**src/sv/baro_pressure_temp_compensation_top_defines.svh**
```systemverilog
// ----------------------------------------------------------------------------
// Assertion macros for the barometric compensation block
// Shared concurrent assertion wrappers, clocked on clk_i, off during reset.
// ----------------------------------------------------------------------------
`ifndef BARO_PRESSURE_TEMP_COMPENSATION_TOP_DEFINES_SVH
`define BARO_PRESSURE_TEMP_COMPENSATION_TOP_DEFINES_SVH

// Same-cycle implication
`define BPC_ASSERT_IMP(lbl, ante, cons, msg) \
  lbl: assert property (@(posedge clk_i) disable iff (!rst_ni) (ante) |-> (cons)) \
    else $error(msg);

// Next-cycle implication
`define BPC_ASSERT_NXT(lbl, ante, cons, msg) \
  lbl: assert property (@(posedge clk_i) disable iff (!rst_ni) (ante) |=> (cons)) \
    else $error(msg);

`endif

```
**src/sv/bpc_pkg.sv**
```systemverilog
// ----------------------------------------------------------------------------
// bpc_pkg
// Widths, constants and types shared by the compensation pipeline.
// ----------------------------------------------------------------------------
package bpc_pkg;

  // Port field widths
  localparam int RAW_W       = 24;
  localparam int CAL_W       = 16;
  localparam int CFG_IDX_W   = 3;
  localparam int TEMP_W      = 19;
  localparam int PRES_W      = 24;
  localparam int IN_TDATA_W  = 48;
  localparam int OUT_TDATA_W = 48;
  localparam int OUT_PAD_W   = OUT_TDATA_W - TEMP_W - PRES_W;

  // Internal datapath widths
  localparam int DT_W    = RAW_W + 1;        // dT, signed
  localparam int MUL_W   = DT_W + CAL_W + 1; // dT times a calibration word
  localparam int SQF_W   = 2 * DT_W;         // dT squared, full product
  localparam int T1_W    = 20;               // first-order temperature
  localparam int T2_W    = 17;               // dT^2 / 2^31
  localparam int AB_W    = 21;               // T1 - 2000, T1 + 1500
  localparam int SQ_W    = 36;               // squares of the above
  localparam int CORR_W  = 40;               // OFF2, SENS2
  localparam int ACC_W   = 42;               // OFF, SENS
  localparam int SPLIT_W = 21;               // SENS split for the D1 product
  localparam int PH_W    = RAW_W + 1 + (ACC_W - SPLIT_W);
  localparam int PL_W    = RAW_W + SPLIT_W;
  localparam int Q_W     = PH_W + 1;
  localparam int DIFF_W  = Q_W + 1;

  // Shift amounts (power-of-two scale factors)
  localparam int SH_TREF = 8;
  localparam int SH_T1   = 23;
  localparam int SH_T2   = 31;
  localparam int SH_OFF  = 16;
  localparam int SH_SENS = 15;
  localparam int SH_TCO  = 7;
  localparam int SH_TCS  = 8;
  localparam int SH_P    = 15;
  localparam int PF_W    = DIFF_W - SH_P;

  // Pipeline depth, register stages from input to output
  localparam int PIPE_DEPTH = 10;

  // Temperature thresholds in 0.01 degree
  localparam logic signed [AB_W-1:0] T_REF = 21'sd2000;
  localparam logic signed [AB_W-1:0] T_LOW = -21'sd1500;

  // Second-order correction factors
  localparam int OFF2_A_K  = 5;
  localparam int OFF2_B_K  = 7;
  localparam int SENS2_B_K = 11;

  // Calibration register indexes
  typedef enum logic [CFG_IDX_W-1:0] {
    CAL_SENS     = 3'd0,
    CAL_OFF      = 3'd1,
    CAL_TCS      = 3'd2,
    CAL_TCO      = 3'd3,
    CAL_TREF     = 3'd4,
    CAL_TEMPSENS = 3'd5
  } cal_idx_e;

  typedef struct packed {
    logic [CAL_W-1:0] sens;
    logic [CAL_W-1:0] off;
    logic [CAL_W-1:0] tcs;
    logic [CAL_W-1:0] tco;
    logic [CAL_W-1:0] tref;
    logic [CAL_W-1:0] tempsens;
  } cal_t;

  // Front end to correction stages
  typedef struct packed {
    logic [RAW_W-1:0] d1;
    logic [T1_W-1:0]  t1;
    logic [T2_W-1:0]  t2;
    logic [ACC_W-1:0] offl;
    logic [ACC_W-1:0] sensl;
  } front_t;

  // Correction stages to pressure stages
  typedef struct packed {
    logic [RAW_W-1:0]  d1;
    logic [TEMP_W-1:0] temp;
    logic [ACC_W-1:0]  off;
    logic [ACC_W-1:0]  sens;
  } corr_t;

endpackage

```
**src/sv/bpc_corr.sv**
```systemverilog
// ----------------------------------------------------------------------------
// bpc_corr
// Stages 4-6: second-order terms, saturated temperature, final OFF and SENS.
// ----------------------------------------------------------------------------
module bpc_corr
  import bpc_pkg::*;
(
  input  logic       clk_i,
  input  logic [2:0] en_i,
  input  front_t     front_i,
  output corr_t      corr_o
);

  logic signed [AB_W-1:0]   t1x, a_v, b_v, tdiff;
  logic signed [2*AB_W-1:0] a_sq, b_sq;
  logic [T2_W-1:0]          t2_sel;
  logic [TEMP_W-1:0]        temp_d;
  logic [AB_W-TEMP_W:0]     tdiff_top;
  // Stage 4
  logic [SQ_W-1:0]   asq_q, bsq_q;
  logic              lt_ref_q, lt_low_q;
  logic [TEMP_W-1:0] temp_s4_q;
  logic [RAW_W-1:0]  d1_s4_q;
  logic [ACC_W-1:0]  offl_s4_q, sensl_s4_q;
  // Stage 5
  logic [CORR_W-1:0] off2_q, off2_d, sens2_q, sens2_d;
  logic [TEMP_W-1:0] temp_s5_q;
  logic [RAW_W-1:0]  d1_s5_q;
  logic [ACC_W-1:0]  offl_s5_q, sensl_s5_q;
  // Stage 6
  corr_t             co_q, co_d;

  // Offsets from the thresholds and their squares
  assign t1x  = $signed({front_i.t1[T1_W-1], front_i.t1});
  assign a_v  = t1x - T_REF;
  assign b_v  = t1x - T_LOW;
  assign a_sq = a_v * a_v;
  assign b_sq = b_v * b_v;

  // TEMP = T1 - T2, T2 only below 20.00 degrees, saturated to the output field
  assign t2_sel    = (t1x < T_REF) ? front_i.t2 : '0;
  assign tdiff     = t1x - $signed({{(AB_W-T2_W){1'b0}}, t2_sel});
  assign tdiff_top = tdiff[AB_W-1:TEMP_W-1];
  always_comb begin
    if ((&tdiff_top) || !(|tdiff_top)) begin
      temp_d = tdiff[TEMP_W-1:0];
    end else begin
      temp_d = tdiff[AB_W-1] ? {1'b1, {(TEMP_W-1){1'b0}}} : {1'b0, {(TEMP_W-1){1'b1}}};
    end
  end

  always_ff @(posedge clk_i) begin
    if (en_i[0]) begin
      asq_q      <= a_sq[SQ_W-1:0];
      bsq_q      <= b_sq[SQ_W-1:0];
      lt_ref_q   <= (t1x < T_REF);
      lt_low_q   <= (t1x < T_LOW);
      temp_s4_q  <= temp_d;
      d1_s4_q    <= front_i.d1;
      offl_s4_q  <= front_i.offl;
      sensl_s4_q <= front_i.sensl;
    end
  end

  // OFF2 and SENS2, below 20.00 and below -15.00 degrees
  assign off2_d =
    (lt_ref_q ? ((CORR_W'(asq_q) * CORR_W'(OFF2_A_K)) >> 1) : '0) +
    (lt_low_q ? (CORR_W'(bsq_q) * CORR_W'(OFF2_B_K)) : '0);
  assign sens2_d =
    (lt_ref_q ? ((CORR_W'(asq_q) * CORR_W'(OFF2_A_K)) >> 2) : '0) +
    (lt_low_q ? ((CORR_W'(bsq_q) * CORR_W'(SENS2_B_K)) >> 1) : '0);

  always_ff @(posedge clk_i) begin
    if (en_i[1]) begin
      off2_q     <= off2_d;
      sens2_q    <= sens2_d;
      temp_s5_q  <= temp_s4_q;
      d1_s5_q    <= d1_s4_q;
      offl_s5_q  <= offl_s4_q;
      sensl_s5_q <= sensl_s4_q;
    end
  end

  // Final OFF and SENS
  always_comb begin
    co_d.d1   = d1_s5_q;
    co_d.temp = temp_s5_q;
    co_d.off  = offl_s5_q - {{(ACC_W-CORR_W){1'b0}}, off2_q};
    co_d.sens = sensl_s5_q - {{(ACC_W-CORR_W){1'b0}}, sens2_q};
  end

  always_ff @(posedge clk_i) begin
    if (en_i[2]) begin
      co_q <= co_d;
    end
  end

  assign corr_o = co_q;

endmodule

```
**config.mk**
```make
export PLATFORM = sky130hd
export DESIGN_NAME = bpc_corr
export DESIGN_NICKNAME = d
export VERILOG_FILES = /design/src/sv/baro_pressure_temp_compensation_top_defines.svh /design/src/sv/bpc_pkg.sv /design/src/sv/bpc_corr.sv
export SDC_FILE = /design/constraint.sdc
export NUM_CORES = 2
export LEC_CHECK = 0
export ABC_AREA = 0
export BUFFER_PORTS_ARGS = -buffer_cell sky130_fd_sc_hd__buf_2
export CORE_ASPECT_RATIO = 0.5
export CORE_MARGIN = 3
export CORE_UTILIZATION = 60
export CTS_CLUSTER_SIZE = 14
export DETAILED_ROUTE_END_ITERATION = 10
export PLACE_DENSITY = 0.78
export SYNTH_ARGS = -nofsm -noshare
export SYNTH_HDL_FRONTEND = slang
export SYNTH_SLANG_ARGS = --single-unit
```
**constraint.sdc**
```tcl
create_clock -name clk_i -period 14.7 [get_ports clk_i]
set_clock_uncertainty 0.05 [all_clocks]
set_input_delay 2.94 -clock clk_i [delete_from_list [all_inputs] [get_ports clk_i]]
set_output_delay 2.94 -clock clk_i [all_outputs]
set_load 0.01 [all_outputs]
```
==> flow_summary.ini <==
[yosys]
yosys_warnings = 0
synth_top_area_frac = 0.270
yosysUniqueCellTypes = 99
synthFlopType = edfxtp_1
synth_edf_count = 530
netlist_top_cells_count = inv_1 (1212), fa_1 (794), ha_1 (571)
syn_inst = 5732
async_reset_ff_frac = 0
avgSynthCellArea_um2 = 10.3
synth.area.top_cells = edfxtp_1 (27%), fa_1 (27%), ha_1 (12%), inv_1 (7.7%), xnor2_1 (3.8%)
ys_ff_latch = 530
synth_most_common_cell = inv_1
synthesis.area_um2 = 58800
ys_seq_area_frac = 0.270
synth_top_area_cell = edfxtp_1

[clock_tree]
postCtsSetupBuffers = 0
clock_latency_ns = 0.62
h-tree-depth = 2
postCtsHoldBufs = 0
path_clk_slew_ns = 0.06
cts_tree = built
root_buffer = clkbuf_16
cts-resized-gates = 0
cts_sinks = 530
cts_buffers = 50
clockBufferDepth = 3

[worst_setup_path]
crit_slowest_cell = inv_1
rr_startpoint = bsq_q[3]
endpoint_kind = flip-flop
critPathMaxStageDelay_ns = 0.56
worstPathMaxFanout = 16
worst_path_most_repeated_cell = inv_1
r2r_cells = 26
critPathLaunch = front_i[104]
worstPathArrival_ns = 12.37
setup.worst_path.end = bsq_q[33]
r2r_slack_ns = 7.94
required_ns = 15.00
start_kind = primary input
crit_type = in2reg
reg2reg_to = sens2_q[38]

[detailed_routing]
wirelength_mm = 146
drt-pass1-iter-count = 6
drc = 0
drt_iter0_drc = 3272
ant_nets = 0
routedWlPerCell_um = 19.8
dr_total_vias = 42100
drt-vias-per-instance = 5.71

[flow_run]
maxCapViolCount = 0

[die]
rows = 80
initial_core_util = 0.611
die-area_um2 = 102000
ios = 276
core_um2 = 96300
die_y_um = 227
dieWidth_um = 449

[sta]
finalSetupTns_ns = 0
max_freq_ghz = 0.0828
slew-limit-headroom = 0.0449
tightest_slew_ns = 1.42
setup_ws_ns = 2.63
rsz0062_at_grt = no
fin_crit_sh = 0.821
setup_viol = 0
period_needed_ns = 12.07
slew_viol_final = 0
hold_violations = 0

[placement]
hpwl_mm = 119
gp_congestion = 1.01
io_buffers = 275
place_ws_ns = 2.17

[min_path]
hold_class = reg2reg

[global_routing]
grt_pass1_vias = 43400
grt_usage = 0.288
overflow = 0
antenna_found_initial = 8
grt_first_pass_wirelength_mm = 231
grt_max_degree = 78

[status]
outcome = complete, no violations

[layout]
layout-drive-gt1-share = 0.0767
nNetsFinal = 7529
syn2layout_area_growth_pct = 7.95
per-stage QoR:
| stage | hold slack (ns) | instance area, µm² | cells | util |
|---|---|---|---|---|
| after CTS | 0.362 | 63500 | 7362 | 0.660 |
| after floorplan | 0.350 | 58900 | 5733 | - |
| final | 0.355 | 63500 | 7364 | 0.660 |
| after detailed placement | 0.355 | 62000 | 7275 | 0.644 |
| after global placement | 0.351 | 62000 | 7275 | 0.644 |
| after global routing | 0.358 | 63500 | 7364 | 0.660 |
registers in the layout, indices dropped and copies added (netlist names):
register and flops:
corr_o 127, offl_s4_q 42, offl_s5_q 42, sensl_s4_q 42, sensl_s5_q 42, off2_q 40, sens2_q 39, asq_q 35
bsq_q 33, d1_s4_q 24, d1_s5_q 24, temp_s4_q 19, temp_s5_q 19, lt_low_q 1, lt_ref_q 1
kinds of logic after synthesis:
family,Yosys count,share of synthesized area
fa+ha+maj,1365,0.392
other cells,1,0.0000637
compound gates,869,0.0988
flops,530,0.270
mux,4,0.000680
buf+inv,1318,0.0842
simple gates,1287,0.101
xor+xnor,358,0.0533
layout make-up:
type                    instances  area [µm²]
diodes                          2        5.00
clock buffers                  62        1320
clock inverters                25         224
fillers                      7275       32800
inverters                    1220        4580
multi-input cells            3885       38000
flip-flops and latches        530       15900
well taps                    1312        1640
repair buffers                328        1800
layer usage:
| metal | wire [µm] | track usage |
|---|---|---|
| met3 | 11500 | 0.0407 |
| met2 | 68800 | 0.480 |
| met5 | 12 | 0 |
| met1 | 61200 | 0.395 |
| met4 | 4460 | 0.0891 |
worst min path at each step:
| stage | from | to | slack [ns] | cells past startpoint |
|---|---|---|---|---|
| after global routing | sensl_s4_q[29] | sensl_s5_q[29] | 0.36 | 0 |
| after global placement | d1_s5_q[11] | corr_o[114] | 0.35 | 0 |
| final | sensl_s4_q[29] | sensl_s5_q[29] | 0.35 | 0 |
| after detailed placement | d1_s5_q[19] | corr_o[122] | 0.35 | 0 |
| after CTS | sensl_s4_q[29] | sensl_s5_q[29] | 0.36 | 0 |
| after floorplan | temp_s5_q[16] | corr_o[100] | 0.35 | 0 |
cells in the final DEF, fill, tap and decap left out, drive strengths merged, types with 70 or more instances in the layout:
| cell | synthesis | routed |
|---|---|---|
| nand3 | 70 | 70 |
| buf | 9 | 327 |
| nor2 | 466 | 466 |
| xor2 | 103 | 103 |
| fa | 794 | 794 |
| a21oi | 256 | 256 |
| inv | 1214 | 1215 |
| nor3 | 71 | 71 |
| xnor2 | 255 | 255 |
| nand2b | 75 | 75 |
| edfxtp | 530 | 530 |
| a21o | 144 | 144 |
| ha | 571 | 571 |
| nand2 | 351 | 351 |
| o21ai | 143 | 143 |
worst max-delay path: cells and delay by family:
| family | cells | cell delay, ns |
|---|---|---|
| adders and majority gates | 9 | 3.99 |
| AOI/OAI and AO/OA | 9 | 2.58 |
| buffers and inverters | 11 | 1.83 |
| and+or+nand+nor | 5 | 0.74 |
| xor gates and xnor gates | 2 | 0.29 |
Power is not shown: default switching activity piles up to over one toggle a cycle in this logic, so the estimate is an artifact.
