--- src/sv/baro_pressure_temp_compensation_top_defines.svh ---
// ----------------------------------------------------------------------------
// Assertion macros for the barometric compensation block
// Shared concurrent assertion wrappers, clocked on clk_i, off during reset.
// ----------------------------------------------------------------------------
`ifndef BARO_PRESSURE_TEMP_COMPENSATION_TOP_DEFINES_SVH
`define BARO_PRESSURE_TEMP_COMPENSATION_TOP_DEFINES_SVH

// Same-cycle implication
`define BPC_ASSERT_IMP(lbl, ante, cons, msg) \
  lbl: assert property (@(posedge clk_i) disable iff (!rst_ni) (ante) |-> (cons)) \
    else $error(msg);

// Next-cycle implication
`define BPC_ASSERT_NXT(lbl, ante, cons, msg) \
  lbl: assert property (@(posedge clk_i) disable iff (!rst_ni) (ante) |=> (cons)) \
    else $error(msg);

`endif

--- src/sv/bpc_pkg.sv ---
// ----------------------------------------------------------------------------
// bpc_pkg
// Widths, constants and types shared by the compensation pipeline.
// ----------------------------------------------------------------------------
package bpc_pkg;

  // Port field widths
  localparam int RAW_W       = 24;
  localparam int CAL_W       = 16;
  localparam int CFG_IDX_W   = 3;
  localparam int TEMP_W      = 19;
  localparam int PRES_W      = 24;
  localparam int IN_TDATA_W  = 48;
  localparam int OUT_TDATA_W = 48;
  localparam int OUT_PAD_W   = OUT_TDATA_W - TEMP_W - PRES_W;

  // Internal datapath widths
  localparam int DT_W    = RAW_W + 1;        // dT, signed
  localparam int MUL_W   = DT_W + CAL_W + 1; // dT times a calibration word
  localparam int SQF_W   = 2 * DT_W;         // dT squared, full product
  localparam int T1_W    = 20;               // first-order temperature
  localparam int T2_W    = 17;               // dT^2 / 2^31
  localparam int AB_W    = 21;               // T1 - 2000, T1 + 1500
  localparam int SQ_W    = 36;               // squares of the above
  localparam int CORR_W  = 40;               // OFF2, SENS2
  localparam int ACC_W   = 42;               // OFF, SENS
  localparam int SPLIT_W = 21;               // SENS split for the D1 product
  localparam int PH_W    = RAW_W + 1 + (ACC_W - SPLIT_W);
  localparam int PL_W    = RAW_W + SPLIT_W;
  localparam int Q_W     = PH_W + 1;
  localparam int DIFF_W  = Q_W + 1;

  // Shift amounts (power-of-two scale factors)
  localparam int SH_TREF = 8;
  localparam int SH_T1   = 23;
  localparam int SH_T2   = 31;
  localparam int SH_OFF  = 16;
  localparam int SH_SENS = 15;
  localparam int SH_TCO  = 7;
  localparam int SH_TCS  = 8;
  localparam int SH_P    = 15;
  localparam int PF_W    = DIFF_W - SH_P;

  // Pipeline depth, register stages from input to output
  localparam int PIPE_DEPTH = 10;

  // Temperature thresholds in 0.01 degree
  localparam logic signed [AB_W-1:0] T_REF = 21'sd2000;
  localparam logic signed [AB_W-1:0] T_LOW = -21'sd1500;

  // Second-order correction factors
  localparam int OFF2_A_K  = 5;
  localparam int OFF2_B_K  = 7;
  localparam int SENS2_B_K = 11;

  // Calibration register indexes
  typedef enum logic [CFG_IDX_W-1:0] {
    CAL_SENS     = 3'd0,
    CAL_OFF      = 3'd1,
    CAL_TCS      = 3'd2,
    CAL_TCO      = 3'd3,
    CAL_TREF     = 3'd4,
    CAL_TEMPSENS = 3'd5
  } cal_idx_e;

  typedef struct packed {
    logic [CAL_W-1:0] sens;
    logic [CAL_W-1:0] off;
    logic [CAL_W-1:0] tcs;
    logic [CAL_W-1:0] tco;
    logic [CAL_W-1:0] tref;
    logic [CAL_W-1:0] tempsens;
  } cal_t;

  // Front end to correction stages
  typedef struct packed {
    logic [RAW_W-1:0] d1;
    logic [T1_W-1:0]  t1;
    logic [T2_W-1:0]  t2;
    logic [ACC_W-1:0] offl;
    logic [ACC_W-1:0] sensl;
  } front_t;

  // Correction stages to pressure stages
  typedef struct packed {
    logic [RAW_W-1:0]  d1;
    logic [TEMP_W-1:0] temp;
    logic [ACC_W-1:0]  off;
    logic [ACC_W-1:0]  sens;
  } corr_t;

endpackage

--- src/sv/bpc_front.sv ---
// ----------------------------------------------------------------------------
// bpc_front
// Stages 1-3: dT, the four dT products, first-order T1, OFF and SENS bases.
// ----------------------------------------------------------------------------
module bpc_front
  import bpc_pkg::*;
(
  input  logic             clk_i,
  input  logic [2:0]       en_i,
  input  cal_t             cal_i,
  input  logic [RAW_W-1:0] raw_pressure_i,
  input  logic [RAW_W-1:0] raw_temperature_i,
  output front_t           front_o
);

  // Stage 1
  logic [RAW_W-1:0]        d1_s1_q;
  logic signed [DT_W-1:0]  dt_q, dt_d;
  // Stage 2
  logic [RAW_W-1:0]        d1_s2_q;
  logic signed [MUL_W-1:0] mul_t_q, mul_t_d;
  logic signed [MUL_W-1:0] mul_tco_q, mul_tco_d;
  logic signed [MUL_W-1:0] mul_tcs_q, mul_tcs_d;
  logic signed [SQF_W-1:0] sq_full;
  logic [T2_W-1:0]         t2_s2_q, t2_d;
  // Stage 3
  logic signed [MUL_W-1:0] t_bias, t_quo;
  logic signed [MUL_W-1:0] tco_bias, tco_quo;
  logic signed [MUL_W-1:0] tcs_bias, tcs_quo;
  front_t                  fr_q, fr_d;

  // dT = D2 - C5 * 2^8
  assign dt_d = {1'b0, raw_temperature_i} - {1'b0, cal_i.tref, {SH_TREF{1'b0}}};

  always_ff @(posedge clk_i) begin
    if (en_i[0]) begin
      d1_s1_q <= raw_pressure_i;
      dt_q    <= dt_d;
    end
  end

  // Products with dT; T2 taken straight from the square
  assign mul_t_d   = dt_q * $signed({1'b0, cal_i.tempsens});
  assign mul_tco_d = dt_q * $signed({1'b0, cal_i.tco});
  assign mul_tcs_d = dt_q * $signed({1'b0, cal_i.tcs});
  assign sq_full   = dt_q * dt_q;
  assign t2_d      = sq_full[SH_T2 +: T2_W];

  always_ff @(posedge clk_i) begin
    if (en_i[1]) begin
      d1_s2_q   <= d1_s1_q;
      mul_t_q   <= mul_t_d;
      mul_tco_q <= mul_tco_d;
      mul_tcs_q <= mul_tcs_d;
      t2_s2_q   <= t2_d;
    end
  end

  // Divisions toward zero: bias negatives by 2^k - 1, then shift
  assign t_bias   = mul_t_q + (mul_t_q[MUL_W-1] ? MUL_W'((64'd1 << SH_T1) - 64'd1) : '0);
  assign t_quo    = t_bias >>> SH_T1;
  assign tco_bias = mul_tco_q +
                    (mul_tco_q[MUL_W-1] ? MUL_W'((64'd1 << SH_TCO) - 64'd1) : '0);
  assign tco_quo  = tco_bias >>> SH_TCO;
  assign tcs_bias = mul_tcs_q +
                    (mul_tcs_q[MUL_W-1] ? MUL_W'((64'd1 << SH_TCS) - 64'd1) : '0);
  assign tcs_quo  = tcs_bias >>> SH_TCS;

  always_comb begin
    fr_d.d1    = d1_s2_q;
    fr_d.t2    = t2_s2_q;
    fr_d.t1    = t_quo[T1_W-1:0] + T1_W'(T_REF);
    fr_d.offl  = {{(ACC_W-CAL_W-SH_OFF){1'b0}}, cal_i.off, {SH_OFF{1'b0}}}
                 + ACC_W'(tco_quo);
    fr_d.sensl = {{(ACC_W-CAL_W-SH_SENS){1'b0}}, cal_i.sens, {SH_SENS{1'b0}}}
                 + ACC_W'(tcs_quo);
  end

  always_ff @(posedge clk_i) begin
    if (en_i[2]) begin
      fr_q <= fr_d;
    end
  end

  assign front_o = fr_q;

endmodule

--- config.mk ---
export PLATFORM = sky130hd
export DESIGN_NAME = bpc_front
export DESIGN_NICKNAME = d
export VERILOG_FILES = /design/src/sv/baro_pressure_temp_compensation_top_defines.svh /design/src/sv/bpc_pkg.sv /design/src/sv/bpc_front.sv
export SDC_FILE = /design/constraint.sdc
export NUM_CORES = 2
export LEC_CHECK = 0
export BUFFER_PORTS_ARGS = -buffer_cell sky130_fd_sc_hd__buf_2
export CAP_MARGIN = 25
export CORE_MARGIN = 2
export CORE_UTILIZATION = 30
export CTS_CLUSTER_DIAMETER = 60
export DETAILED_ROUTE_END_ITERATION = 8
export MAX_ROUTING_LAYER = met4
export PLACE_DENSITY = 0.47
export SETUP_SLACK_MARGIN = 0.05
export SLEW_MARGIN = 20
export SYNTH_ARGS = -nofsm -noshare
export SYNTH_HDL_FRONTEND = slang
export SYNTH_SLANG_ARGS = --single-unit
--- constraint.sdc ---
create_clock -name clk_i -period 8.9 [get_ports clk_i]
set_clock_uncertainty 0.05 [all_clocks]
set_input_delay 1.78 -clock clk_i [delete_from_list [all_inputs] [get_ports clk_i]]
set_output_delay 1.78 -clock clk_i [all_outputs]
set_load 0.02 [all_outputs]
==> flow_summary.toml <==
[status]
status = "finished clean"

[yosys]
synth-compound-area-share_pct = 4.40
synth-async-reset-ratio_pct = 0
synthTopCellsByArea = "fa_1, edfxtp_1, inv_1"
yosysTopAreaCell = "fa_1"
ys_seq_area_share_pct = 13.5
synthMuxAreaShare_pct = 0.0389
avgSynthCellArea_um2 = 9.82
synth_cell_types = 80
synth_ff_type = "edfxtp_1"
postSynthCellCount = 7860
synth-simple-area-share_pct = 12.7
ys_warn_count = 0
synth_xor_area_share_pct = 3.10
postSynthNetCount = 10312
synth_top_area_share_pct = 45.8
synth_edf_count = 348
synth_adder_area_share_pct = 54.5
synth_top_family_by_area = "adder cells"
synth.ff_latch_count = 348
netlist_area_um2 = 77200

[placed_design]
place.detailed.hpwl_mm = 168
dpl_worst_slack_ns = 0.203
port_buffers = 292
gp_congestion = 0.846

[cells_and_area]
regArea_um2 = 10500
final_util_pct = 33.0
nets = 10474
multi_input_area_um2 = 57700
layout-drive-gt1-share_pct = 6.67
nFillCells = 26623
syn2layout_area_growth_pct = 9.54

[clock_tree]
clock_latency_ns = 0.72
clk_pin_slew_ns = 0.06
clk_path_buf_depth = 3
cts_tree = "done"
htreeDepth = 2
post_cts_buffers = 0
clock-root-buffer = "clkbuf_16"
ctsHoldBuffers = 0
cts_made_buffers = 51
numClockSinks = 348
cts_resized = 0

[routing]
vias = 51624
drt_iter0_drc = 2469
drt_wl_total_mm = 206
drc = 0
post_drt_wl_per_cell_um = 17.9
first_pass_iters = 5
antenna_left = 0
viasPerCell = 4.50

[global_routing]
grt_pass1_wl_mm = 334
track_usage_pct = 16.8
grt_pass1_vias = 58573
grt_start_max_net_pins = 95
antenna_found_initial = 18
grt-ovfl-total = 0

[floorplanning]
design.core.area_um2 = 256000
dieHeight_um = 511
rows = 186
ioPinCount = 293
initial_core_util_pct = 30.1
die_w_um = 511
dieArea_um2 = 261000

[critical_path]
cp.arrival_ns = 8.61
critPathCaptureType = "register"
critical_path_class = "reg2reg"
crit_fanout = 43
cp_data_required_time_ns = 9.31
start_kind = "register"

[timing]
slew_headroom_pct = 31.0
tightest_slew_ns = 1.03
hold_viol_final = 0
fmax_mhz = 122
period_minus_slack_ns = 8.20
setup_viol_count_final = 0
period_share_pct = 92.1
layout_setup_ws_ns = 0.702
grt_setup_unrepaired = "no"
tns_ns = 0
drv_slew = 0

[hold_path]
hp-class = "reg2reg"

[job]
drv_cap = 0
[flip-flops by register name, indices dropped and copies added, names as in the netlist]
signal	count
d1_s1_q	24
d1_s2_q	24
dt_q	25
front_o	132
mul_t_q	42
mul_tco_q	42
mul_tcs_q	42
t2_s2_q	17
[cell type report]
type | instances | share of cell area [%]
sequential | 348 | 12.4
clock buffer | 59 | 1.55
multi-input combinational | 5124 | 68.3
tap | 3384 | 5.01
inverter | 2063 | 9.16
clock inverter | 36 | 0.410
timing repair buffer | 434 | 3.21
antenna | 13 | 0.0385
[critical path: stages, from the launching register on]
cell and delay, ns:
edfxtp_1 0.67, buf_4 0.60, and2_1 0.36, fa_1 0.49, fa_1 0.51, inv_1 0.05, fa_1 0.51, inv_1 0.06
fa_1 0.48, fa_1 0.51, fa_1 0.51, inv_1 0.05, fa_1 0.47, inv_1 0.06, ha_1 0.38, and4_1 0.23
nand3_1 0.17, a221o_1 0.31, a41o_1 0.35, a21oi_1 0.29, o2111ai_1 0.22, a21boi_0 0.33, nor2_1 0.09, xnor2_1 0.15
[metal layers]
metal  GRT usage [%]  up-vias  part of all wire [%]
li1                -    23553                     -
met1            21.9    26963                    45
met2            28.2      927                    49
met3            1.81      181                   4.0
met4            3.47        0                   1.9
met5               -        -                     0
[cells by family (layout without fill, tap and decap cells)]
logic type,count (synthesis),in the layout
buf+inv,2388,2592
flops,348,348
simple gates,2035,2035
other cells,0,13
mux,3,3
xor+xnor,273,273
fa+ha+maj,2305,2305
compound gates,508,508
[metrics by stage]
step | hold WS (ns) | instance area, um^2 | instances
finish | 0.366 | 84500 | 11461
floorplan | 0.350 | 77200 | 7860
global route | 0.371 | 84500 | 11458
detailed placement | 0.355 | 82800 | 11351
CTS | 0.369 | 84500 | 11446
global placement | 0.351 | 82800 | 11349
[path summary, 6_finish.rpt]
check	from	end	slack [ns]	cells past startpoint
max	dt_q[24]	t2_s2_q[13]	0.70	23
min	d1_s1_q[1]	d1_s2_q[1]	0.37	0
max reg2reg	dt_q[24]	t2_s2_q[13]	0.70	23
min reg2reg	d1_s1_q[1]	d1_s2_q[1]	0.37	0
[cells in the mapped netlist, types with 5 or more instances]
| cell | number |
|---|---|
| a41o_1 | 6 |
| xor2_1 | 77 |
| inv_1 | 2060 |
| ha_1 | 539 |
| fa_1 | 1765 |
| a21oi_1 | 140 |
| nor4_1 | 12 |
| or3_1 | 10 |
| xnor2_1 | 196 |
| o21a_1 | 30 |
| a211oi_1 | 23 |
| nor2_1 | 157 |
| o21ai_0 | 78 |
| nand4_1 | 24 |
| clkbuf_1 | 307 |
| nand3b_1 | 6 |
| a21o_1 | 82 |
| o21ai_1 | 6 |
| o21bai_1 | 22 |
| nand3_1 | 59 |
| o211ai_1 | 11 |
| nor3_1 | 41 |
| a21boi_0 | 13 |
| nor2b_1 | 49 |
| edfxtp_1 | 348 |
| or2_2 | 5 |
| a221oi_1 | 7 |
| buf_4 | 13 |
| nand2b_1 | 28 |
| a31oi_1 | 19 |
| and2_1 | 601 |
| and3_1 | 30 |
| and4_1 | 12 |
| nand2_1 | 988 |
[placed cells by master (no fill, tap or decap), drive strengths merged, types with 43 or more instances in the layout]
| master | Yosys | routed |
|---|---|---|
| a21o | 82 | 82 |
| a21oi | 141 | 141 |
| and2 | 601 | 601 |
| buf | 18 | 433 |
| clkbuf | 307 | 60 |
| edfxtp | 348 | 348 |
| fa | 1765 | 1765 |
| ha | 539 | 539 |
| inv | 2060 | 2071 |
| nand2 | 988 | 988 |
| nand3 | 59 | 59 |
| nor2 | 158 | 158 |
| nor2b | 49 | 49 |
| nor3 | 43 | 43 |
| o21ai | 85 | 85 |
| xnor2 | 196 | 196 |
| xor2 | 77 | 77 |
Power is not shown: default switching activity piles up to over one toggle a cycle in this logic, so the estimate is an artifact.
