<file path="src/sv/baro_pressure_temp_compensation_top_defines.svh">
// ----------------------------------------------------------------------------
// Assertion macros for the barometric compensation block
// Shared concurrent assertion wrappers, clocked on clk_i, off during reset.
// ----------------------------------------------------------------------------
`ifndef BARO_PRESSURE_TEMP_COMPENSATION_TOP_DEFINES_SVH
`define BARO_PRESSURE_TEMP_COMPENSATION_TOP_DEFINES_SVH

// Same-cycle implication
`define BPC_ASSERT_IMP(lbl, ante, cons, msg) \
  lbl: assert property (@(posedge clk_i) disable iff (!rst_ni) (ante) |-> (cons)) \
    else $error(msg);

// Next-cycle implication
`define BPC_ASSERT_NXT(lbl, ante, cons, msg) \
  lbl: assert property (@(posedge clk_i) disable iff (!rst_ni) (ante) |=> (cons)) \
    else $error(msg);

`endif

</file>
<file path="src/sv/bpc_pkg.sv">
// ----------------------------------------------------------------------------
// bpc_pkg
// Widths, constants and types shared by the compensation pipeline.
// ----------------------------------------------------------------------------
package bpc_pkg;

  // Port field widths
  localparam int RAW_W       = 24;
  localparam int CAL_W       = 16;
  localparam int CFG_IDX_W   = 3;
  localparam int TEMP_W      = 19;
  localparam int PRES_W      = 24;
  localparam int IN_TDATA_W  = 48;
  localparam int OUT_TDATA_W = 48;
  localparam int OUT_PAD_W   = OUT_TDATA_W - TEMP_W - PRES_W;

  // Internal datapath widths
  localparam int DT_W    = RAW_W + 1;        // dT, signed
  localparam int MUL_W   = DT_W + CAL_W + 1; // dT times a calibration word
  localparam int SQF_W   = 2 * DT_W;         // dT squared, full product
  localparam int T1_W    = 20;               // first-order temperature
  localparam int T2_W    = 17;               // dT^2 / 2^31
  localparam int AB_W    = 21;               // T1 - 2000, T1 + 1500
  localparam int SQ_W    = 36;               // squares of the above
  localparam int CORR_W  = 40;               // OFF2, SENS2
  localparam int ACC_W   = 42;               // OFF, SENS
  localparam int SPLIT_W = 21;               // SENS split for the D1 product
  localparam int PH_W    = RAW_W + 1 + (ACC_W - SPLIT_W);
  localparam int PL_W    = RAW_W + SPLIT_W;
  localparam int Q_W     = PH_W + 1;
  localparam int DIFF_W  = Q_W + 1;

  // Shift amounts (power-of-two scale factors)
  localparam int SH_TREF = 8;
  localparam int SH_T1   = 23;
  localparam int SH_T2   = 31;
  localparam int SH_OFF  = 16;
  localparam int SH_SENS = 15;
  localparam int SH_TCO  = 7;
  localparam int SH_TCS  = 8;
  localparam int SH_P    = 15;
  localparam int PF_W    = DIFF_W - SH_P;

  // Pipeline depth, register stages from input to output
  localparam int PIPE_DEPTH = 10;

  // Temperature thresholds in 0.01 degree
  localparam logic signed [AB_W-1:0] T_REF = 21'sd2000;
  localparam logic signed [AB_W-1:0] T_LOW = -21'sd1500;

  // Second-order correction factors
  localparam int OFF2_A_K  = 5;
  localparam int OFF2_B_K  = 7;
  localparam int SENS2_B_K = 11;

  // Calibration register indexes
  typedef enum logic [CFG_IDX_W-1:0] {
    CAL_SENS     = 3'd0,
    CAL_OFF      = 3'd1,
    CAL_TCS      = 3'd2,
    CAL_TCO      = 3'd3,
    CAL_TREF     = 3'd4,
    CAL_TEMPSENS = 3'd5
  } cal_idx_e;

  typedef struct packed {
    logic [CAL_W-1:0] sens;
    logic [CAL_W-1:0] off;
    logic [CAL_W-1:0] tcs;
    logic [CAL_W-1:0] tco;
    logic [CAL_W-1:0] tref;
    logic [CAL_W-1:0] tempsens;
  } cal_t;

  // Front end to correction stages
  typedef struct packed {
    logic [RAW_W-1:0] d1;
    logic [T1_W-1:0]  t1;
    logic [T2_W-1:0]  t2;
    logic [ACC_W-1:0] offl;
    logic [ACC_W-1:0] sensl;
  } front_t;

  // Correction stages to pressure stages
  typedef struct packed {
    logic [RAW_W-1:0]  d1;
    logic [TEMP_W-1:0] temp;
    logic [ACC_W-1:0]  off;
    logic [ACC_W-1:0]  sens;
  } corr_t;

endpackage

</file>
<file path="src/sv/bpc_cfg.sv">
// ----------------------------------------------------------------------------
// bpc_cfg
// Calibration word registers, written through the plain write port.
// ----------------------------------------------------------------------------
module bpc_cfg
  import bpc_pkg::*;
(
  input  logic                 clk_i,
  input  logic                 rst_ni,
  input  logic                 cfg_we_i,
  input  logic [CFG_IDX_W-1:0] cfg_addr_i,
  input  logic [CAL_W-1:0]     cfg_wdata_i,
  output cal_t                 cal_o
);

  cal_t cal_q, cal_d;

  // Register decode; unknown indexes are dropped
  always_comb begin
    cal_d = cal_q;
    if (cfg_we_i) begin
      case (cal_idx_e'(cfg_addr_i))
        CAL_SENS:     cal_d.sens     = cfg_wdata_i;
        CAL_OFF:      cal_d.off      = cfg_wdata_i;
        CAL_TCS:      cal_d.tcs      = cfg_wdata_i;
        CAL_TCO:      cal_d.tco      = cfg_wdata_i;
        CAL_TREF:     cal_d.tref     = cfg_wdata_i;
        CAL_TEMPSENS: cal_d.tempsens = cfg_wdata_i;
        default:      cal_d          = cal_q;
      endcase
    end
  end

  always_ff @(posedge clk_i or negedge rst_ni) begin
    if (!rst_ni) begin
      cal_q <= '0;
    end else begin
      cal_q <= cal_d;
    end
  end

  assign cal_o = cal_q;

endmodule

</file>
<file path="config.mk">
export PLATFORM = sky130hd
export DESIGN_NAME = bpc_cfg
export DESIGN_NICKNAME = d
export VERILOG_FILES = /design/src/sv/baro_pressure_temp_compensation_top_defines.svh /design/src/sv/bpc_pkg.sv /design/src/sv/bpc_cfg.sv
export SDC_FILE = /design/constraint.sdc
export NUM_CORES = 1
export LEC_CHECK = 0
export BUFFER_PORTS_ARGS = -buffer_cell sky130_fd_sc_hd__buf_2
export CORE_ASPECT_RATIO = 1.25
export CORE_UTILIZATION = 45
export DETAILED_ROUTE_END_ITERATION = 8
export PLACE_DENSITY_LB_ADDON = 0.15
export SYNTH_ARGS = -nofsm -noshare
export SYNTH_HDL_FRONTEND = slang
export SYNTH_SLANG_ARGS = --single-unit
</file>
<file path="constraint.sdc">
create_clock -name clk_i -period 0.9 [get_ports clk_i]
set_clock_uncertainty 0.15 [all_clocks]
set_input_delay 0.18 -clock clk_i [delete_from_list [all_inputs] [get_ports clk_i]]
set_output_delay 0.18 -clock clk_i [all_outputs]
set_load 0.02 [all_outputs]
</file>
==> results of run 1 <==
[routing by layer]
layer	track usage, %	share of wire [%]
met1	33.71	43
met2	40.48	51
met3	4.323	4.4
met4	9.549	1.5
met5	0	0
[cell usage in the layout, fill, tap and decap left out]
| cell type | instances |
|---|---|
| clkinv_4 | 1 |
| mux2_2 | 4 |
| buf_8 | 4 |
| buf_12 | 12 |
| buf_2 | 16 |
| inv_6 | 2 |
| clkbuf_8 | 9 |
| dlygate4sd3_1 | 1 |
| mux2_4 | 92 |
| buf_4 | 29 |
| dfrtp_1 | 96 |
| buf_6 | 131 |
| nand4b_4 | 2 |
| clkinv_2 | 2 |
| nor4b_4 | 1 |
| clkbuf_1 | 1 |
| clkinvlp_4 | 1 |
| buf_16 | 1 |
| and4bb_4 | 3 |
[stage by stage]
step	instances	area, um^2	worst slack [ns]	total power, mW
after floorplan	208	3879	-0.6150	8.192
after global placement	429	4726	-0.5636	9.595
after detailed placement	429	4726	-0.5992	9.664
after CTS	481	6085	-0.3799	14.32
after global routing	503	6350	-0.4443	15.63
final	503	6350	-0.4083	15.04
[cells by family (layout without fill, tap and decap cells)]
logic type             count (synthesis)  after routing  synth area share, %
buffers and inverters                 10            210                2.823
DFF                                   96             96                65.31
muxes                                 96             96                29.39
and+or+nand+nor                        6              6                2.483
[power breakdown]
part           switching (mW)  internal, mW
logic                    2.43          3.89
clock network            1.59          1.02
registers               0.846          5.27
total                    4.87          10.2
[final timing paths]
| path | from | slack [ns] | to | cells after the start |
|---|---|---|---|---|
| max reg2reg | cal_o[12] | -0.20 | cal_o[12] | 2 |
| max in group asynchronous | rst_ni | 0.12 | cal_o[48] | 3 |
| min reg2reg | cal_o[38] | 0.39 | cal_o[38] | 1 |
| min | cfg_wdata_i[10] | -0.03 | cal_o[26] | 2 |
| min in group asynchronous | rst_ni | 0.03 | cal_o[61] | 2 |
| max | cal_o[12] | -0.41 | cal_o[12] | 1 |
[layout make-up]
type | count | share of cell area [%]
clock inverter | 6 | 0.6897
tap | 95 | 1.872
clock buffer | 10 | 2.010
multi-input combinational | 102 | 24.35
timing repair buffer | 194 | 33.24
sequential | 96 | 37.83
[what timing repair did]
item                                    in CTS  in global routing
pin swaps                                    4                  5
endpoints found under the hold margin      187                 62
endpoints found under the setup margin     192                192
cloned                                       4                  0
buffers inserted                            31                 35
resized for setup                          261                 45
==> impl_metrics.yaml, run 1 <==
status:
  status: "complete, but fails checks"
  violations: "hold timing, setup timing"
setup_path:
  cp.buffers_inverters: 1
  cp-start-kind: "flop"
  arrival_ns: 0.98
  worstPathRequired_ns: 0.57
  crit_slowest_cell: "dfrtp_1"
  cp_top_family: "flip-flops"
  crit_fanout: 2
  end_kind: "primary output"
  worstPathCellList: "buf_6"
  timing.setup.critical_path_class: "flop to primary output"
  max_stage_delay_ns: 0.44
power:
  p_leak_nw: 3.170
  p_per_area_nw_per_um2: 2369
  irDropWorstVdd_uv: 1671
timing:
  whs_ns: -0.02934
  final-hold-violation-count: 60
  finalSetupViolCount: 192
  max_slew_margin_pct: 84.25
  fin_crit_sh_pct: 145.4
  tightest_slew_ns: 0.2353
  fin_crit_ns: 1.308
  final-max-slew-violation-count: 0
  fmax_mhz: 764.4
  rsz0062_at_grt: "true"
  fin_tns_setup_ns: -45.42
  finalWorstSetupSlack_ns: -0.4083
detailed_routing:
  wl_per_cell_um: 21.48
  first_pass_iters: 4
  drt_iter0_markers: 93
  ant_nets: 0
  drt-total-wl_um: 10810
  drc: 0
  via_per_inst: 5.143
  num_vias: 2587
grt:
  grt_pass1_wl_um: 15700
  grt_remaining_overflow: 0
  antenna_found_initial: 0
  grt_pass1_vias: 2640
  grt_max_degree: 46
  grt.total_usage_pct: 24.82
yosys:
  ys_top_cells_by_area: "dfrtp_1, mux2_2, buf_6"
  synth.top_cell.area_share_pct: 65.31
  async_flop_share_pct: 100.0
  yosysWarnings: 0
  netlist_area_um2: 3679
  synth-edff-count: 0
  synth_common_cells: "dfrtp_1, mux2_2, buf_6"
  synth.distinct_cells: 10
  syn_nets: 230
  synth-seq-cells: 96
  postSynthAreaPerCell_um2: 17.69
  yosysTopAreaCell: "dfrtp_1"
  ys_dominant_reg_cell: "dfrtp_1"
  synth_cells: 208
  synth_most_common_cell: "dfrtp_1"
  ys_seq_area_share_pct: 65.31
run:
  maxCapViolCount: 0
clock_network:
  clk_latency_ns: 0.38
  path_clk_slew_ns: 0.11
  numCtsBuffers: 9
  post_cts_hold_buffer_count: 1
  root_buffer: "clkbuf_8"
  cts_tree: "built"
  cts_num_sinks: 96
  cts_buffer_depth: 2
  cts_max_level: 3
die:
  initial_core_util_pct: 46.93
  die_w_um: 82.87
  core_area_um2: 7838
  die_h_um: 103.1
  io_pins: 118
  num_rows: 36
  dieArea_um2: 8542
placement:
  dp_hpwl_um: 5570
  globalplace.congestion: 0.7284
  io_buffers: 117
layout:
  nets: 425
  fillers: 398
  antennaDiodeCount: 0
  multi_input_area_um2: 1546
  utilization_pct: 81.02
  seq_area_um2: 2402
  final_layout_size_suffix_gt1_share_pct: 75.98
  largest_reg_flops: 96
  area_growth_pct: 72.62
min_path:
  hp-class: "primary input to flop"
Power figures use the tool's default switching activity.
==> run 2, diff against run 1 <==
--- a/config.mk
+++ b/config.mk
@@ -5,11 +5,13 @@
 export SDC_FILE = /design/constraint.sdc
 export NUM_CORES = 1
 export LEC_CHECK = 0
+export ABC_AREA = 1
 export BUFFER_PORTS_ARGS = -buffer_cell sky130_fd_sc_hd__buf_2
 export CORE_ASPECT_RATIO = 1.25
 export CORE_UTILIZATION = 45
 export DETAILED_ROUTE_END_ITERATION = 8
 export PLACE_DENSITY_LB_ADDON = 0.15
+export SKIP_LAST_GASP = 1
 export SYNTH_ARGS = -nofsm -noshare
 export SYNTH_HDL_FRONTEND = slang
 export SYNTH_SLANG_ARGS = --single-unit
==> run 2 against run 1 <==
Net effect: the run ends with DRC, hold timing, setup timing left; first-iteration DRC count grew to 2.5 times the previous value; highest routed layer unchanged; wire length grew 8.8%; count of clock-buffer cells in the layout is the same; die area grew 2.6%; global-route usage grew 1.5 points; largest cell class unchanged; register-to-register slack gained 0.18 ns; cell count grew 40%; sequential cell count is the same.
==> impl_metrics.yaml, run 2 <==
setup_path:
  r2r_cells: 3
  worstPathCellList: "buf_6"
  r2r_end: "cal_o[25]"
  end_kind: "primary output"
  cp.buffers_inverters: 1
  crit_slowest_cell: "dfrtp_1"
  arrival_ns: 0.94
  cp_top_family: "flip-flops"
  crit_fanout: 2
  max_stage_delay_ns: 0.42
  worstPathRequired_ns: 0.57
  timing.setup.critical_path_class: "flop to primary output"
  cp-start-kind: "flop"
  r2r-start: "cal_o[25]"
  reg2reg_slack_ns: -0.02
die:
  dieArea_um2: 8761
  initial_core_util_pct: 46.07
  die_h_um: 104.4
  core_area_um2: 8194
  die_w_um: 83.92
  io_pins: 118
  num_rows: 37
yosys:
  synth_most_common_cell: "nand2_1"
  async_flop_share_pct: 100.0
  ys_top_cells_by_area: "dfrtp_1, nand2_1, nand3_1"
  synth_top_family_by_area: "simple AND/OR/NAND/NOR gates"
  synth.distinct_cells: 11
  syn_nets: 447
  synth_xor_area_share_pct: 0
  postSynthAreaPerCell_um2: 8.882
  synthSimpleGateAreaFrac_pct: 33.15
  ys_seq_area_share_pct: 63.64
  synth-seq-cells: 96
  netlist_area_um2: 3775
  synthMuxAreaShare_pct: 0
  synth_common_cells: "nand2_1, dfrtp_1, nand3_1"
  synth-edff-count: 0
  synth_compound_area_share_pct: 0
  synth_fa_ha_area_share_pct: 0
  synth_cells: 425
  ys_dominant_reg_cell: "dfrtp_1"
  synth.top_cell.area_share_pct: 63.64
  yosysWarnings: 0
  yosysTopAreaCell: "dfrtp_1"
detailed_routing:
  via_per_inst: 5.149
  drt-total-wl_um: 11760
  ant_nets: 0
  drc: 16
  num_vias: 3625
  first_pass_iters: 6
  drt_iter0_markers: 237
  wl_per_cell_um: 16.70
status:
  violations: "DRC, hold timing, setup timing"
  status: "complete, but fails checks"
clock_network:
  cts_max_level: 3
  cts_num_sinks: 96
  numCtsBuffers: 9
  post_cts_hold_buffer_count: 2
  path_clk_slew_ns: 0.09
  clk_latency_ns: 0.36
  root_buffer: "clkbuf_8"
  cts_buffer_depth: 2
  cts_tree: "built"
layout:
  largest_reg_flops: 96
  utilization_pct: 75.17
  fillers: 562
  layout_common_cells: "nand2_1, buf_6, dfrtp_1"
  final_layout_size_suffix_gt1_share_pct: 41.02
  area_growth_pct: 63.18
  nets: 624
  layout_commonest_cell: "nand2_1"
  antennaDiodeCount: 0
min_path:
  holdPathStages: 3
  min_from: "cfg_wdata_i[0]"
  hold_path_end: "cal_o[32]"
  hp-class: "primary input to flop"
timing:
  whs_ns: -0.03659
  tightest_slew_ns: 0.3034
  rsz0062_at_grt: "true"
  fin_crit_sh_pct: 140.8
  final-max-slew-violation-count: 0
  fin_crit_ns: 1.267
  finalSetupViolCount: 101
  final-hold-violation-count: 56
  max_slew_margin_pct: 79.77
  fmax_mhz: 789.2
  finalWorstSetupSlack_ns: -0.3671
placement:
  io_buffers: 117
  dp_hpwl_um: 7117
  globalplace.congestion: 0.7895
power:
  irDropWorstVdd_uv: 1125
  p_leak_nw: 3.318
  p_per_area_nw_per_um2: 2270
  finalPower_mw: 13.98
grt:
  grt_max_degree: 24
  grt_pass1_wl_um: 17460
  grt_remaining_overflow: 0
  grt_pass1_vias: 3359
  grt.total_usage_pct: 26.28
  antenna_found_initial: 0
run:
  maxCapViolCount: 0
## run 2: cell types whose count changed after synthesis, moves of 4 or more
| cell | change |
|---|---|
| nand2_1 | +232 |
| mux2_2 | -95 |
| nand3_1 | +64 |
| buf_2 | +11 |
| buf_6 | -7 |
| nor2_2 | +4 |
## run 2: per-stage QoR
step	cell area [um^2]	cells	setup TNS, ns	setup WS (ns)
after floorplan	3872	425	-6.262	-0.1076
after global placement	4651	640	-30.27	-0.3462
after detailed placement	4651	640	-31.55	-0.3686
after CTS	5717	688	-33.72	-0.3749
after global routing	6160	704	-35.76	-0.3844
final	6160	704	-32.99	-0.3671
## run 2: where the power goes
part | leakage, nW | total (mW) | internal (mW) | switching, mW
Sequential | 1.21 | 5.83 | 5.12 | 0.704
Combinational | 2.00 | 5.01 | 2.64 | 2.38
Clock | 0.112 | 3.15 | 1.63 | 1.52
Total | 3.32 | 14.0 | 9.38 | 4.60
## run 2: repair_timing
item | 4_1_cts | 5_1_grt
endpoints found under the setup margin | 96 | 181
gates cloned | 0 | 1
pin swaps | 0 | 27
endpoints found under the hold margin | 189 | 24
gates resized for setup | 192 | 87
setup buffers | 30 | 25
## run 2: cells by family (layout without fill, tap and decap cells)
group / after synthesis / after routing
AND/OR/NAND/NOR: 304 / 305
flip-flops: 96 / 96
buffers and inverters: 25 / 206
## run 2: layout make-up
cell class,instances,area [um^2],share of cell area (%)
clock buffer,10,137.6,2.234
multi-input combinational,305,1434,23.28
tap,97,121.4,1.970
inverter,6,35.03,0.5688
timing repair buffer,184,1947,31.61
sequential,96,2402,39.00
clock inverter,6,82.58,1.341
## run 2: how the worst max path moves through the flow
stage                     depth (start not counted)         to  slack, ns      start
after floorplan                                   6  cal_o[80]      -0.11   cfg_we_i
after global placement                            6  cal_o[76]      -0.35   cfg_we_i
after detailed placement                          6  cal_o[91]      -0.37   cfg_we_i
after CTS                                         1  cal_o[11]      -0.37  cal_o[11]
after global routing                              1  cal_o[87]      -0.38  cal_o[87]
final                                             1  cal_o[74]      -0.37  cal_o[74]
## run 2: routing by layer
metal	global-route usage, %	part of all wire, %	routed length (um)
met1	34.36	41	4843
met2	43.56	52	6109
met4	11.45	2.1	244
met5	0	0	0
met3	3.810	4.8	560
==> run 3, diff against run 2 <==
--- a/config.mk
+++ b/config.mk
@@ -8,9 +8,11 @@
 export ABC_AREA = 1
 export BUFFER_PORTS_ARGS = -buffer_cell sky130_fd_sc_hd__buf_2
 export CORE_ASPECT_RATIO = 1.25
+export CORE_MARGIN = 10
 export CORE_UTILIZATION = 45
 export DETAILED_ROUTE_END_ITERATION = 8
 export PLACE_DENSITY_LB_ADDON = 0.15
+export SKIP_CTS_REPAIR_TIMING = 1
 export SKIP_LAST_GASP = 1
 export SYNTH_ARGS = -nofsm -noshare
 export SYNTH_HDL_FRONTEND = slang
==> constraint.sdc (replaced) <==
create_clock -name clk_i -period 0.9 [get_ports clk_i]
set_clock_uncertainty 0.15 [all_clocks]
set_input_delay 0.18 -clock clk_i [delete_from_list [all_inputs] [get_ports clk_i]]
set_output_delay 0.18 -clock clk_i [all_outputs]
set_load 0.05 [all_outputs]
==> run 3 against run 2 <==
Net effect: the flow finishes with violations (hold timing, setup timing); sequential power is 2% higher; first-iteration DRC count down 20%; power grew 11%; fmax fell by 2.9%; final area down 4.2%; critical endpoint is now cal_o[6]; largest power group is now combinational cells.
==> impl_metrics.yaml, run 3 (synthesis results as in run 2) <==
status:
  status: "complete, but fails checks"
  violations: "hold timing, setup timing"
run:
  maxCapViolCount: 0
die:
  core_area_um2: 8194
  dieArea_um2: 12480
  io_pins: 118
  die_h_um: 122.4
  num_rows: 37
  die_w_um: 101.9
  initial_core_util_pct: 46.07
min_path:
  holdPathStages: 3
  hold_path_end: "cal_o[0]"
  hp-class: "primary input to flop"
  min_from: "cfg_wdata_i[0]"
layout:
  area_growth_pct: 56.31
  seq_area_um2: 2522
  stdcell_count: 671
  multi_input_area_um2: 1388
  largest_reg_flops: 96
  nets: 592
  final_layout_size_suffix_gt1_share_pct: 51.57
  layout_common_cells: "nand2_1, buf_6, dfrtp_2"
  layout_commonest_cell: "nand2_1"
  antennaDiodeCount: 0
  fillers: 622
power:
  pwr-share-comb_pct: 41.3
  p_leak_nw: 3.006
  p_sw_mw: 6.315
  p_per_area_nw_per_um2: 2626
  irDropWorstVdd_uv: 1346
  p_int_mw: 9.180
  p_seq_share_pct: 38.4
  swShare_pct: 40.75
  p_clk_share_pct: 20.3
grt:
  grt_max_degree: 49
  grt_pass1_wl_um: 18030
  antenna_found_initial: 0
  grt_remaining_overflow: 0
  grt_pass1_vias: 3392
  grt.total_usage_pct: 18.58
detailed_routing:
  first_pass_iters: 4
  drt_iter0_markers: 189
  drc: 0
  num_vias: 3454
  wl_per_cell_um: 18.53
  via_per_inst: 5.148
  drt-total-wl_um: 12430
  ant_nets: 0
timing:
  whs_ns: -0.04582
  fmax_mhz: 766.7
  fin_crit_ns: 1.304
  finalSetupViolCount: 98
  final-max-slew-violation-count: 0
  finalWorstSetupSlack_ns: -0.4043
  max_slew_margin_pct: 77.61
  final-hold-violation-count: 65
  fin_crit_sh_pct: 144.9
  rsz0062_at_grt: "true"
  tightest_slew_ns: 0.3347
setup_path:
  worstPathRequired_ns: 0.57
  crit_slowest_cell: "dfrtp_2"
  timing.setup.critical_path_class: "flop to primary output"
  r2r_end: "cal_o[55]"
  reg2reg_slack_ns: 0
  cp_top_family: "flip-flops"
  arrival_ns: 0.97
  worstPathCellList: "buf_6"
  cp-start-kind: "flop"
  end_kind: "primary output"
  r2r-start: "cal_o[55]"
  cp.buffers_inverters: 1
  max_stage_delay_ns: 0.45
  crit_fanout: 2
  r2r_cells: 3
clock_network:
  cts_max_level: 3
  root_buffer: "clkbuf_8"
  cts_num_sinks: 96
  cts_tree: "built"
  numCtsBuffers: 9
  cts_buffer_depth: 2
  path_clk_slew_ns: 0.09
  clk_latency_ns: 0.36
placement:
  dp_hpwl_um: 8214
  globalplace.congestion: 0.8247
  io_buffers: 117
  dp.cells: 638
-- run 3: power groups by stage --
| stage | Combinational [mW] | Sequential [mW] | Clock [mW] |
|---|---|---|---|
| finish | 6.39 | 5.95 | 3.15 |
| global route | 6.73 | 6.04 | 3.39 |
| CTS | 5.13 | 5.73 | 3.20 |
| detailed placement | 5.13 | 5.80 | 0 |
| global placement | 5.06 | 5.78 | 0 |
| floorplan | 0.793 | 8.67 | 0 |
-- run 3: worst max path at each step --
stage / from / cells after the start / end
finish: cal_o[6] / 1 / cal_o[6]
global route: cal_o[81] / 1 / cal_o[81]
CTS: cal_o[6] / 1 / cal_o[6]
detailed placement: cfg_we_i / 6 / cal_o[42]
global placement: cfg_we_i / 6 / cal_o[80]
floorplan: cfg_we_i / 6 / cal_o[37]
-- run 3: metal layers --
metal  vias up  wire, um  share of wire [%]  global-route usage [%]
li1       1619         -                  -                       -
met1      1688      5007                 40                   23.21
met2       129      6273                 50                   29.70
met3        18       955                7.7                   5.565
met4         0       198                1.6                   7.244
met5         -         0                  0                       0
-- run 3: cell type report --
| type | count | share of cell area [%] |
|---|---|---|
| sequential | 96 | 42.75 |
| timing repair buffer | 152 | 27.27 |
| multi-input combinational | 305 | 23.52 |
| clock buffer | 12 | 2.629 |
| tap | 97 | 2.057 |
| clock inverter | 3 | 1.103 |
| inverter | 6 | 0.6785 |
-- run 3: per-stage QoR --
| stage | area, um^2 | utilization, % | power (mW) | setup TNS [ns] | setup slack, ns |
|---|---|---|---|---|---|
| after floorplan | 4028 | - | 9.466 | -8.241 | -0.1282 |
| after global placement | 4766 | 58.16 | 10.84 | -38.49 | -0.4013 |
| after detailed placement | 4766 | 58.16 | 10.93 | -41.49 | -0.4419 |
| after CTS | 4986 | 60.85 | 14.06 | -43.56 | -0.4774 |
| after global routing | 5901 | 72.01 | 16.17 | -39.59 | -0.4363 |
| final | 5901 | 72.01 | 15.49 | -35.52 | -0.4043 |
